[src/sv/bmprle_pkg.sv]
// ----------------------------------------------------------------------------
// bmprle_pkg: shared types and constants of the bitmap RLE stream decoder
// Result kinds, configuration register indexes, cursor and row formats,
// and the structs passed between the top level and the parser.
// ----------------------------------------------------------------------------
`default_nettype none

package bmprle_pkg;

	// Result kinds
	localparam logic [1:0] KIND_RUN     = 2'd0;
	localparam logic [1:0] KIND_END     = 2'd1;
	localparam logic [1:0] KIND_CORRUPT = 2'd2;

	// Configuration register indexes
	localparam logic [1:0] CFG_FOUR_BIT_MODE = 2'd0;
	localparam logic [1:0] CFG_ROW_PITCH     = 2'd1;
	localparam logic [1:0] CFG_FRAME_ROWS    = 2'd2;

	localparam int CFG_DATA_W = 11;
	localparam logic [CFG_DATA_W-1:0] CFG_DIM_RESET = 11'd1024;

	// Cursor saturates at +-2^40, row number at -2^20
	localparam int CUR_W = 42;
	localparam int ROW_W = 22;
	localparam logic signed [CUR_W-1:0] CUR_LIMIT = 42'sh100_0000_0000;
	localparam logic signed [CUR_W-1:0] CUR_FLOOR = -42'sh100_0000_0000;
	localparam logic signed [ROW_W-1:0] ROW_FLOOR = -22'sd1048576;

	// Stream restart request (reset values after a register write)
	typedef struct packed {
		logic             go;
		logic [ROW_W-1:0] row;
		logic [CUR_W-1:0] cursor;
	} restart_t;

	// One decoded result
	typedef struct packed {
		logic       valid;
		logic [1:0] kind;
		logic [19:0] addr;
		logic [7:0] len;
		logic [7:0] even;
		logic [7:0] odd;
	} result_t;

endpackage

`default_nettype wire

[src/sv/bmprle_parser.sv]
// ----------------------------------------------------------------------------
// bmprle_parser: RLE8/RLE4 grammar walker and run clipper
// Holds the parse phase, counts, cursor and row; consumes one byte per step
// and produces at most one result, computed combinationally from its state.
// ----------------------------------------------------------------------------
`default_nettype none

module bmprle_parser #(
	parameter int MAX_PITCH = 1024,
	parameter int MAX_ROWS  = 1024
) (
	input  wire                       clk,
	input  wire                       arst_n,
	input  wire bmprle_pkg::restart_t restart,
	input  wire                       step,
	input  wire [7:0]                 code_byte,
	input  wire                       stream_end,
	input  wire                       four_bit,
	input  wire [$clog2(MAX_PITCH+1)-1:0] eff_pitch,
	input  wire [$clog2(MAX_PITCH*MAX_ROWS+1)-1:0] frame_end,
	output bmprle_pkg::result_t       res
);

	localparam int PW = $clog2(MAX_PITCH + 1);
	localparam int CW = bmprle_pkg::CUR_W;
	localparam int RWD = bmprle_pkg::ROW_W;
	localparam int RST_ROWS  = (MAX_ROWS < 1024) ? MAX_ROWS : 1024;
	localparam int RST_PITCH = (MAX_PITCH < 1024) ? MAX_PITCH : 1024;
	localparam logic signed [RWD-1:0] RST_ROW = RWD'(RST_ROWS - 1);
	localparam logic signed [CW-1:0] RST_CURSOR = CW'((RST_ROWS - 1) * RST_PITCH);

	localparam logic [7:0] ESC_EOL   = 8'd0;
	localparam logic [7:0] ESC_END   = 8'd1;
	localparam logic [7:0] ESC_DELTA = 8'd2;

	typedef enum logic [2:0] {
		PH_COUNT, PH_COLOR, PH_ESCAPE, PH_DX, PH_DY, PH_ABS, PH_PAD
	} phase_t;

	phase_t                 phase_q, phase_d;
	logic [7:0]             count_q, count_d;
	logic                   pad_q, pad_d;
	logic signed [CW-1:0]   cursor_q, cursor_d;
	logic signed [RWD-1:0]  row_q, row_d;
	logic                   done_q, done_d;

	// Span: pixels a run of span_c advances the cursor
	logic                   abs_pair;
	logic [7:0]             span_c;
	logic signed [CW-1:0]   rem;
	logic [8:0]             rem_sat;
	logic [8:0]             n8;
	logic [6:0]             pairs;
	logic [8:0]             n4;
	logic [8:0]             span_n;

	// Emit: clip against frame start, fix up nibble phase
	logic signed [CW-1:0]   emit_next;
	logic                   cur_neg;
	logic                   emit_hit;
	logic [7:0]             emit_len;
	logic [7:0]             v_hi, v_lo, v_second;
	logic [7:0]             emit_even, emit_odd;

	// Row and cursor moves
	logic signed [RWD-1:0]  row_dec;
	logic signed [RWD+PW:0] eol_prod;
	logic signed [CW-1:0]   dx_sum;
	logic [8+PW-1:0]        dy_prod;
	logic signed [CW-1:0]   dy_diff, dy_cursor;
	logic signed [RWD-1:0]  dy_row;
	logic [8:0]             abs_pad_sum;
	logic                   bad;

	// Span computation
	assign abs_pair = four_bit && (count_q >= 8'd2);
	assign span_c   = (phase_q == PH_COLOR) ? count_q : (abs_pair ? 8'd2 : 8'd1);
	assign rem      = $signed(CW'(frame_end)) - cursor_q;

	always_comb begin
		if (rem <= 0) begin
			rem_sat = 9'd0;
		end else if (rem > 511) begin
			rem_sat = 9'd511;
		end else begin
			rem_sat = rem[8:0];
		end
	end

	assign n8    = ({1'b0, span_c} < rem_sat) ? {1'b0, span_c} : rem_sat;
	assign pairs = ({1'b0, span_c[7:1]} < rem_sat[8:1]) ? span_c[7:1] : rem_sat[7:1];
	assign n4    = {1'b0, pairs, 1'b0} + 9'((span_c[0] && ({1'b0, pairs, 1'b0} < rem_sat)) ? 1 : 0);
	assign span_n = four_bit ? n4 : n8;

	// Emit computation
	assign emit_next = cursor_q + $signed(CW'(span_n));
	assign cur_neg   = cursor_q < 0;
	assign emit_hit  = cur_neg ? (emit_next > 0) : (span_n != 9'd0);
	assign emit_len  = cur_neg ? emit_next[7:0] : span_n[7:0];

	assign v_hi     = four_bit ? {4'b0, code_byte[7:4]} : code_byte;
	assign v_lo     = four_bit ? {4'b0, code_byte[3:0]} : code_byte;
	assign v_second = (phase_q == PH_ABS && four_bit && !abs_pair) ? v_hi : v_lo;

	always_comb begin
		if (cur_neg && cursor_q[0]) begin
			emit_even = v_second;
			emit_odd  = v_hi;
		end else begin
			emit_even = v_hi;
			emit_odd  = v_second;
		end
		if (emit_len == 8'd1) begin
			emit_odd = emit_even;
		end
	end

	// End of line, delta and absolute-run helpers
	assign row_dec  = (row_q == bmprle_pkg::ROW_FLOOR) ? row_q : row_q - RWD'(1);
	assign eol_prod = row_dec * $signed({1'b0, eff_pitch});
	assign dx_sum   = cursor_q + $signed(CW'(code_byte));
	assign dy_prod  = code_byte * eff_pitch;
	assign dy_diff  = cursor_q - $signed(CW'(dy_prod));
	assign dy_cursor = (dy_diff < bmprle_pkg::CUR_FLOOR) ? bmprle_pkg::CUR_FLOOR : dy_diff;
	assign dy_row   = ((row_q - $signed(RWD'(code_byte))) < bmprle_pkg::ROW_FLOOR) ?
		bmprle_pkg::ROW_FLOOR : row_q - $signed(RWD'(code_byte));
	assign abs_pad_sum = {1'b0, code_byte} + 9'd1;

	// Next state and result
	always_comb begin
		phase_d  = phase_q;
		count_d  = count_q;
		pad_d    = pad_q;
		cursor_d = cursor_q;
		row_d    = row_q;
		done_d   = done_q;
		bad      = 1'b0;
		res      = '0;
		if (step && !done_q) begin
			case (phase_q)
				PH_COUNT: begin
					if (code_byte != 8'd0) begin
						if (row_q < 0) begin
							bad = 1'b1;
						end else begin
							count_d = code_byte;
							phase_d = PH_COLOR;
						end
					end else begin
						phase_d = PH_ESCAPE;
					end
				end
				PH_COLOR: begin
					cursor_d = emit_next;
					count_d  = 8'd0;
					phase_d  = PH_COUNT;
					if (emit_hit) begin
						res.valid = 1'b1;
						res.kind  = bmprle_pkg::KIND_RUN;
						res.addr  = cur_neg ? 20'd0 : cursor_q[19:0];
						res.len   = emit_len;
						res.even  = emit_even;
						res.odd   = emit_odd;
					end
				end
				PH_ESCAPE: begin
					case (code_byte)
						ESC_EOL: begin
							row_d    = row_dec;
							cursor_d = CW'(eol_prod);
							phase_d  = PH_COUNT;
						end
						ESC_END: begin
							done_d    = 1'b1;
							phase_d   = PH_COUNT;
							res.valid = 1'b1;
							res.kind  = bmprle_pkg::KIND_END;
						end
						ESC_DELTA: begin
							phase_d = PH_DX;
						end
						default: begin
							count_d = code_byte;
							pad_d   = four_bit ? abs_pad_sum[1] : code_byte[0];
							phase_d = PH_ABS;
						end
					endcase
				end
				PH_DX: begin
					cursor_d = (dx_sum > bmprle_pkg::CUR_LIMIT) ? bmprle_pkg::CUR_LIMIT : dx_sum;
					phase_d  = PH_DY;
				end
				PH_DY: begin
					cursor_d = dy_cursor;
					row_d    = dy_row;
					phase_d  = PH_COUNT;
					if (dy_cursor < 0) begin
						bad = 1'b1;
					end
				end
				PH_ABS: begin
					cursor_d = emit_next;
					if (abs_pair) begin
						count_d = count_q - 8'd2;
					end else if (four_bit) begin
						count_d = 8'd0;
					end else begin
						count_d = (count_q != 8'd0) ? count_q - 8'd1 : 8'd0;
					end
					if (count_d == 8'd0) begin
						phase_d = pad_q ? PH_PAD : PH_COUNT;
					end
					if (emit_hit) begin
						res.valid = 1'b1;
						res.kind  = bmprle_pkg::KIND_RUN;
						res.addr  = cur_neg ? 20'd0 : cursor_q[19:0];
						res.len   = emit_len;
						res.even  = emit_even;
						res.odd   = emit_odd;
					end
				end
				PH_PAD: begin
					pad_d   = 1'b0;
					phase_d = PH_COUNT;
				end
				default: begin
					phase_d = PH_COUNT;
				end
			endcase
			// early end of stream overrides any run of this byte
			if (stream_end && !done_d) begin
				bad = 1'b1;
			end
			if (bad) begin
				done_d    = 1'b1;
				res       = '0;
				res.valid = 1'b1;
				res.kind  = bmprle_pkg::KIND_CORRUPT;
			end
		end
	end

	// State registers
	always_ff @(posedge clk or negedge arst_n) begin
		if (!arst_n) begin
			phase_q  <= PH_COUNT;
			count_q  <= 8'd0;
			pad_q    <= 1'b0;
			cursor_q <= RST_CURSOR;
			row_q    <= RST_ROW;
			done_q   <= 1'b0;
		end else if (restart.go) begin
			phase_q  <= PH_COUNT;
			count_q  <= 8'd0;
			pad_q    <= 1'b0;
			cursor_q <= $signed(restart.cursor);
			row_q    <= $signed(restart.row);
			done_q   <= 1'b0;
		end else begin
			phase_q  <= phase_d;
			count_q  <= count_d;
			pad_q    <= pad_d;
			cursor_q <= cursor_d;
			row_q    <= row_d;
			done_q   <= done_d;
		end
	end

endmodule

`default_nettype wire

[src/sv/bmp_rle_stream_decoder.sv]
// ----------------------------------------------------------------------------
// bmp_rle_stream_decoder: bitmap RLE8/RLE4 stream to run descriptors
// Pipeline: a transferred byte waits in the input register until it steps
// the parser, which stores its result in the result register.
// Throughput: one byte per cycle while the result stage is free or drains.
// Reset: arst_n clears all control state; config returns to RLE8, 1024x1024.
// A write to indexes 0-2 restarts stream state; no clearing pass is needed.
// ----------------------------------------------------------------------------
`default_nettype none

module bmp_rle_stream_decoder #(
	parameter int MAX_PITCH = 1024,
	parameter int MAX_ROWS  = 1024
) (
	input  wire        clk,
	input  wire        arst_n,
	// configuration
	input  wire        cfg_write_en,
	input  wire [1:0]  cfg_index,
	input  wire [10:0] cfg_data,
	// compressed byte input
	input  wire        in_valid,
	output logic       in_ready,
	input  wire [7:0]  code_byte,
	input  wire        stream_end,
	// result output
	output logic       out_valid,
	input  wire        out_ready,
	output logic [1:0] result_kind,
	output logic [19:0] pixel_address,
	output logic [7:0] run_length,
	output logic [7:0] even_value,
	output logic [7:0] odd_value
);

	localparam int PW = $clog2(MAX_PITCH + 1);
	localparam int RW = $clog2(MAX_ROWS + 1);
	localparam int EW = $clog2(MAX_PITCH * MAX_ROWS + 1);
	localparam int RST_ROWS  = (MAX_ROWS < 1024) ? MAX_ROWS : 1024;
	localparam int RST_PITCH = (MAX_PITCH < 1024) ? MAX_PITCH : 1024;

	// Configuration registers (effective, clipped values)
	logic          four_bit_q, four_bit_d;
	logic [PW-1:0] pitch_q, pitch_d;
	logic [RW-1:0] rows_q, rows_d;
	logic [EW-1:0] end_q;
	logic          cfg_hit;
	logic [PW-1:0] pitch_clip;
	logic [RW-1:0] rows_clip;
	logic [RW+PW-1:0] end_prod, start_prod;
	bmprle_pkg::restart_t restart;

	// Pipeline
	logic       valid_s1;
	logic [7:0] code_s1;
	logic       end_s1;
	logic       advance;
	bmprle_pkg::result_t step_res;
	bmprle_pkg::result_t res_s2;

	// Clip written dimensions
	always_comb begin
		if (cfg_data == 11'd0) begin
			pitch_clip = PW'(1);
		end else if (int'(cfg_data) > MAX_PITCH) begin
			pitch_clip = PW'(MAX_PITCH);
		end else begin
			pitch_clip = PW'(cfg_data);
		end
		if (cfg_data == 11'd0) begin
			rows_clip = RW'(1);
		end else if (int'(cfg_data) > MAX_ROWS) begin
			rows_clip = RW'(MAX_ROWS);
		end else begin
			rows_clip = RW'(cfg_data);
		end
	end

	// Decode a register write
	always_comb begin
		four_bit_d = four_bit_q;
		pitch_d    = pitch_q;
		rows_d     = rows_q;
		cfg_hit    = 1'b0;
		if (cfg_write_en) begin
			case (cfg_index)
				bmprle_pkg::CFG_FOUR_BIT_MODE: begin
					four_bit_d = cfg_data[0];
					cfg_hit    = 1'b1;
				end
				bmprle_pkg::CFG_ROW_PITCH: begin
					pitch_d = pitch_clip;
					cfg_hit = 1'b1;
				end
				bmprle_pkg::CFG_FRAME_ROWS: begin
					rows_d  = rows_clip;
					cfg_hit = 1'b1;
				end
				default: begin
					cfg_hit = 1'b0;
				end
			endcase
		end
	end

	// Frame size and bottom-row start for the new configuration
	assign end_prod   = rows_d * pitch_d;
	assign start_prod = (rows_d - RW'(1)) * pitch_d;

	assign restart.go     = cfg_hit;
	assign restart.row    = bmprle_pkg::ROW_W'(rows_d - RW'(1));
	assign restart.cursor = bmprle_pkg::CUR_W'(start_prod[EW-1:0]);

	always_ff @(posedge clk or negedge arst_n) begin
		if (!arst_n) begin
			four_bit_q <= 1'b0;
			pitch_q    <= PW'(RST_PITCH);
			rows_q     <= RW'(RST_ROWS);
			end_q      <= EW'(RST_PITCH * RST_ROWS);
		end else if (cfg_hit) begin
			four_bit_q <= four_bit_d;
			pitch_q    <= pitch_d;
			rows_q     <= rows_d;
			end_q      <= end_prod[EW-1:0];
		end
	end

	// Handshake: stage 1 moves on when the result stage is free or drains
	assign advance  = valid_s1 && (!res_s2.valid || out_ready);
	assign in_ready = !valid_s1 || advance;

	// Input register
	always_ff @(posedge clk or negedge arst_n) begin
		if (!arst_n) begin
			valid_s1 <= 1'b0;
		end else if (in_ready) begin
			valid_s1 <= in_valid;
		end
	end

	always_ff @(posedge clk) begin
		if (in_ready && in_valid) begin
			code_s1 <= code_byte;
			end_s1  <= stream_end;
		end
	end

	bmprle_parser #(
		.MAX_PITCH (MAX_PITCH),
		.MAX_ROWS  (MAX_ROWS)
	) u_parser (
		.clk        (clk),
		.arst_n     (arst_n),
		.restart    (restart),
		.step       (advance),
		.code_byte  (code_s1),
		.stream_end (end_s1),
		.four_bit   (four_bit_q),
		.eff_pitch  (pitch_q),
		.frame_end  (end_q),
		.res        (step_res)
	);

	// Result register
	always_ff @(posedge clk or negedge arst_n) begin
		if (!arst_n) begin
			res_s2 <= '0;
		end else if (advance) begin
			res_s2 <= step_res;
		end else if (out_ready) begin
			res_s2.valid <= 1'b0;
		end
	end

	assign out_valid     = res_s2.valid;
	assign result_kind   = res_s2.kind;
	assign pixel_address = res_s2.addr;
	assign run_length    = res_s2.len;
	assign even_value    = res_s2.even;
	assign odd_value     = res_s2.odd;

endmodule

`default_nettype wire

[config.mk]
export PLATFORM = sky130hd
export DESIGN_NAME = bmp_rle_stream_decoder
export DESIGN_NICKNAME = d
export VERILOG_FILES = /design/src/sv/bmprle_pkg.sv /design/src/sv/bmprle_parser.sv /design/src/sv/bmp_rle_stream_decoder.sv
export SDC_FILE = /design/constraint.sdc
export NUM_CORES = 2
export LEC_CHECK = 0
export ABC_AREA = 1
export BUFFER_PORTS_ARGS = -buffer_cell sky130_fd_sc_hd__buf_2
export CELL_PAD_IN_SITES_DETAIL_PLACEMENT = 0
export CELL_PAD_IN_SITES_GLOBAL_PLACEMENT = 1
export CORE_MARGIN = 2
export CORE_UTILIZATION = 43
export DETAILED_ROUTE_END_ITERATION = 6
export GPL_TIMING_DRIVEN = 0
export PLACE_DENSITY = 0.76
export SLEW_MARGIN = 15
export SYNTH_ARGS = -nofsm -noshare
export SYNTH_HDL_FRONTEND = slang
export SYNTH_SLANG_ARGS = --single-unit
[constraint.sdc]
create_clock -name clk -period 10.41 [get_ports clk]
set_input_delay 2.082 -clock clk [delete_from_list [all_inputs] [get_ports clk]]
set_output_delay 2.082 -clock clk [all_outputs]
set_load 0.05 [all_outputs]
==> impl_metrics.yaml <==
critical_path:
  path_max_fanout: 10
  reg2reg_depth: 40
  slowest_stage: "clkdlybuf4s15_1"
  slowest_delay_ns: 0.70
  cp.arrival_ns: 10.29
  r2r-start: "pitch_q[4]"
  required_ns: 10.84
  end_kind: "flip-flop"
  cp-startpoint: "pitch_q[4]"
  path_common_cell: "nand2_1"
  cp-start-kind: "flip-flop"
  path_class: "reg2reg"
yosys:
  synth_edf_count: 9
  synth_area_um2: 37000
  synthDominantCellAreaShare: 0.253
  synth.top_cells.by_area: "fa_1, nand2_1, inv_1"
  yosys_warnings: 0
  synth-seq-area-share: 0.120
  syn_nets: 6047
  synthFlopType: "dfrtp_1"
  yosysMostFrequentCell: "nand2_1"
  yosysTopAreaCell: "fa_1"
  ys_async_sr_fraction: 0.948
  synth_cells: 5255
  ys_ff_latch: 174
  synth_cell_types: 67
  syn_avg_cell_area_um2: 7.03
  synthTopCellsByCount: "nand2_1, inv_1, nor2_1, fa_1, ha_1"
placed_design:
  post-dp-hpwl_um: 115000
  place_congestion: 1.01
  place_ws_ns: -1.09
  port_buffers: 74
clock_network:
  cts_tree: "done"
  cts-hold-fix-buffers: 0
  clk_pin_slew_ns: 0.08
  cts_made_buffers: 17
  clk_path_buf_depth: 2
  clock-sinks: 174
  clk_latency_ns: 0.52
  htreeDepth: 4
  cts-root-buf: "clkbuf_16"
final_layout:
  final_nets: 6167
  regArea_um2: 4440
  fillers: 9040
  synthToLayoutAreaGrowth_pct: 7.93
  drive_gt1_frac: 0.0659
  multiInputGateArea_um2: 28000
  diodes: 0
floorplanning:
  design.core.area_um2: 85100
  die_x_um: 297
  fp.dieH_um: 297
  die-area_um2: 88300
  num_io_pins: 75
  start_util: 0.434
  std_cell_rows: 107
timing:
  hold_viol: 0
  slew_headroom: 0.244
  fin_crit_sh: 0.947
  finalWorstSetupSlack_ns: 0.552
  tightest_slew_ns: 1.13
  setup_violations: 0
  finalMaxSlewViolations: 0
  rsz0062_at_grt: "true"
  period_needed_ns: 9.86
  fmax_mhz: 101
  finClkSkew_ns: 0.0118
flow_run:
  cap_viol_max_count: 0
global_route:
  grt_pass1_wl_um: 207000
  antenna_found_initial: 1
  grt_max_degree: 88
  grt_use_total: 0.309
  first_global_vias: 33500
  grt.overflow.total: 0
routing:
  viasPerCell: 5.28
  num_vias: 34500
  drt_iter0_markers: 2936
  wirelength_um: 136000
  post-route-drc-count: 0
  drt_pass1_iterations: 6
  wl_per_cell_um: 20.8
  ant_nets: 0
worst_hold_path:
  min_from: "run_length[1]"
  hold_path_depth: 2
  hp-class: "reg2reg"
outcome:
  status: "finished clean"
per-stage QoR:
stage	hold WS (ns)	utilization	cells	instance area, um2	setup TNS [ns]
final	0.476	0.469	6532	39900	0
after global routing	0.507	0.469	6532	39900	-0.0441
after CTS	0.482	0.463	6508	39400	0
after detailed placement	0.461	0.456	6476	38800	-16.74
after global placement	0.459	0.455	6473	38800	-17.51
after floorplan	0.455	-	5255	37000	0
cell type report:
class                           count  share of cell area
Clock inverter                     14             0.00367
Multi-Input combinational cell   3826               0.701
Clock buffer                       18              0.0108
Timing Repair Buffer              103              0.0156
Sequential cell                   174               0.111
Inverter                         1097               0.104
Buffer                            156              0.0180
Tap cell                         1144              0.0359
registers in the layout, summed over array words and instances, names as in the netlist:
signal,flops
out_valid,1
u_parser.pad_q,1
even_value,8
code_s1,8
end_s1,1
u_parser.done_q,1
u_parser.row_q,22
result_kind,2
rows_q,11
valid_s1,1
run_length,8
four_bit_q,1
odd_value,4
pitch_q,11
end_q,21
u_parser.cursor_q,42
u_parser.phase_q,3
u_parser.count_q,8
pixel_address,20
cells in the final DEF, fill, tap and decap left out, types with 36 or more instances in the layout:
| master | netlist | routed |
|---|---|---|
| buf_2 | 17 | 90 |
| nor2_1 | 546 | 535 |
| nand4_1 | 41 | 41 |
| ha_1 | 297 | 290 |
| xnor2_1 | 46 | 43 |
| xor2_1 | 179 | 178 |
| a21oi_1 | 194 | 188 |
| fa_1 | 468 | 468 |
| nor3_1 | 54 | 49 |
| dfrtp_1 | 142 | 136 |
| clkbuf_1 | 116 | 103 |
| inv_1 | 1060 | 1048 |
| nand2_1 | 1285 | 1283 |
| buf_4 | 9 | 36 |
| o21ai_0 | 158 | 151 |
| nand3_1 | 264 | 263 |
worst paths after layout:
| kind | to | slack, ns |
|---|---|---|
| setup / recovery | u_parser.cursor_q[7] | 0.55 |
| hold / removal | run_length[1] | 0.48 |
| setup reg to reg | u_parser.cursor_q[7] | 0.55 |
| hold reg to reg | run_length[1] | 0.48 |
| max in group asynchronous | u_parser.cursor_q[3] | 7.89 |
| min in group asynchronous | pixel_address[6] | 1.50 |
critical path, delay by kind of cell (launching register included):
| family | cells | cell delay, ns |
|---|---|---|
| adder cells (fa/ha/maj) | 6 | 2.66 |
| flip-flops | 1 | 0.36 |
| XOR/XNOR | 2 | 0.66 |
| buffers and inverters | 7 | 1.94 |
| AND/OR/NAND/NOR | 10 | 1.21 |
| AO/OA/AOI/OAI | 15 | 2.90 |
layer usage:
layer  up-vias  wire length, um  global-route usage
met1     16800            61400               0.434
met4         2             5980               0.116
li1      16400                -                   -
met5         -               16                   0
met3       205             8230              0.0389
met2      1108            60400               0.487
cells by family after synthesis:
logic type,Yosys count,synth area share
and+or+nand+nor,2292,0.257
muxes,1,0.000271
buffers and inverters,1255,0.130
adders and majority gates,765,0.354
xor gates and xnor gates,225,0.0533
other,1,0.000101
AOI/OAI and AO/OA,542,0.0847
DFF,174,0.120
what timing repair did:
| action | 4_1_cts | 5_1_grt |
|---|---|---|
| buffers inserted | 0 | 26 |
| gates resized for setup | 14 | 89 |
| gates cloned | 0 | 0 |
| endpoints found under the setup margin | 60 | 75 |
Power is left out: the tool's default activity adds up to more than one toggle a clock period on the data nets, which glitch-free logic cannot reach.
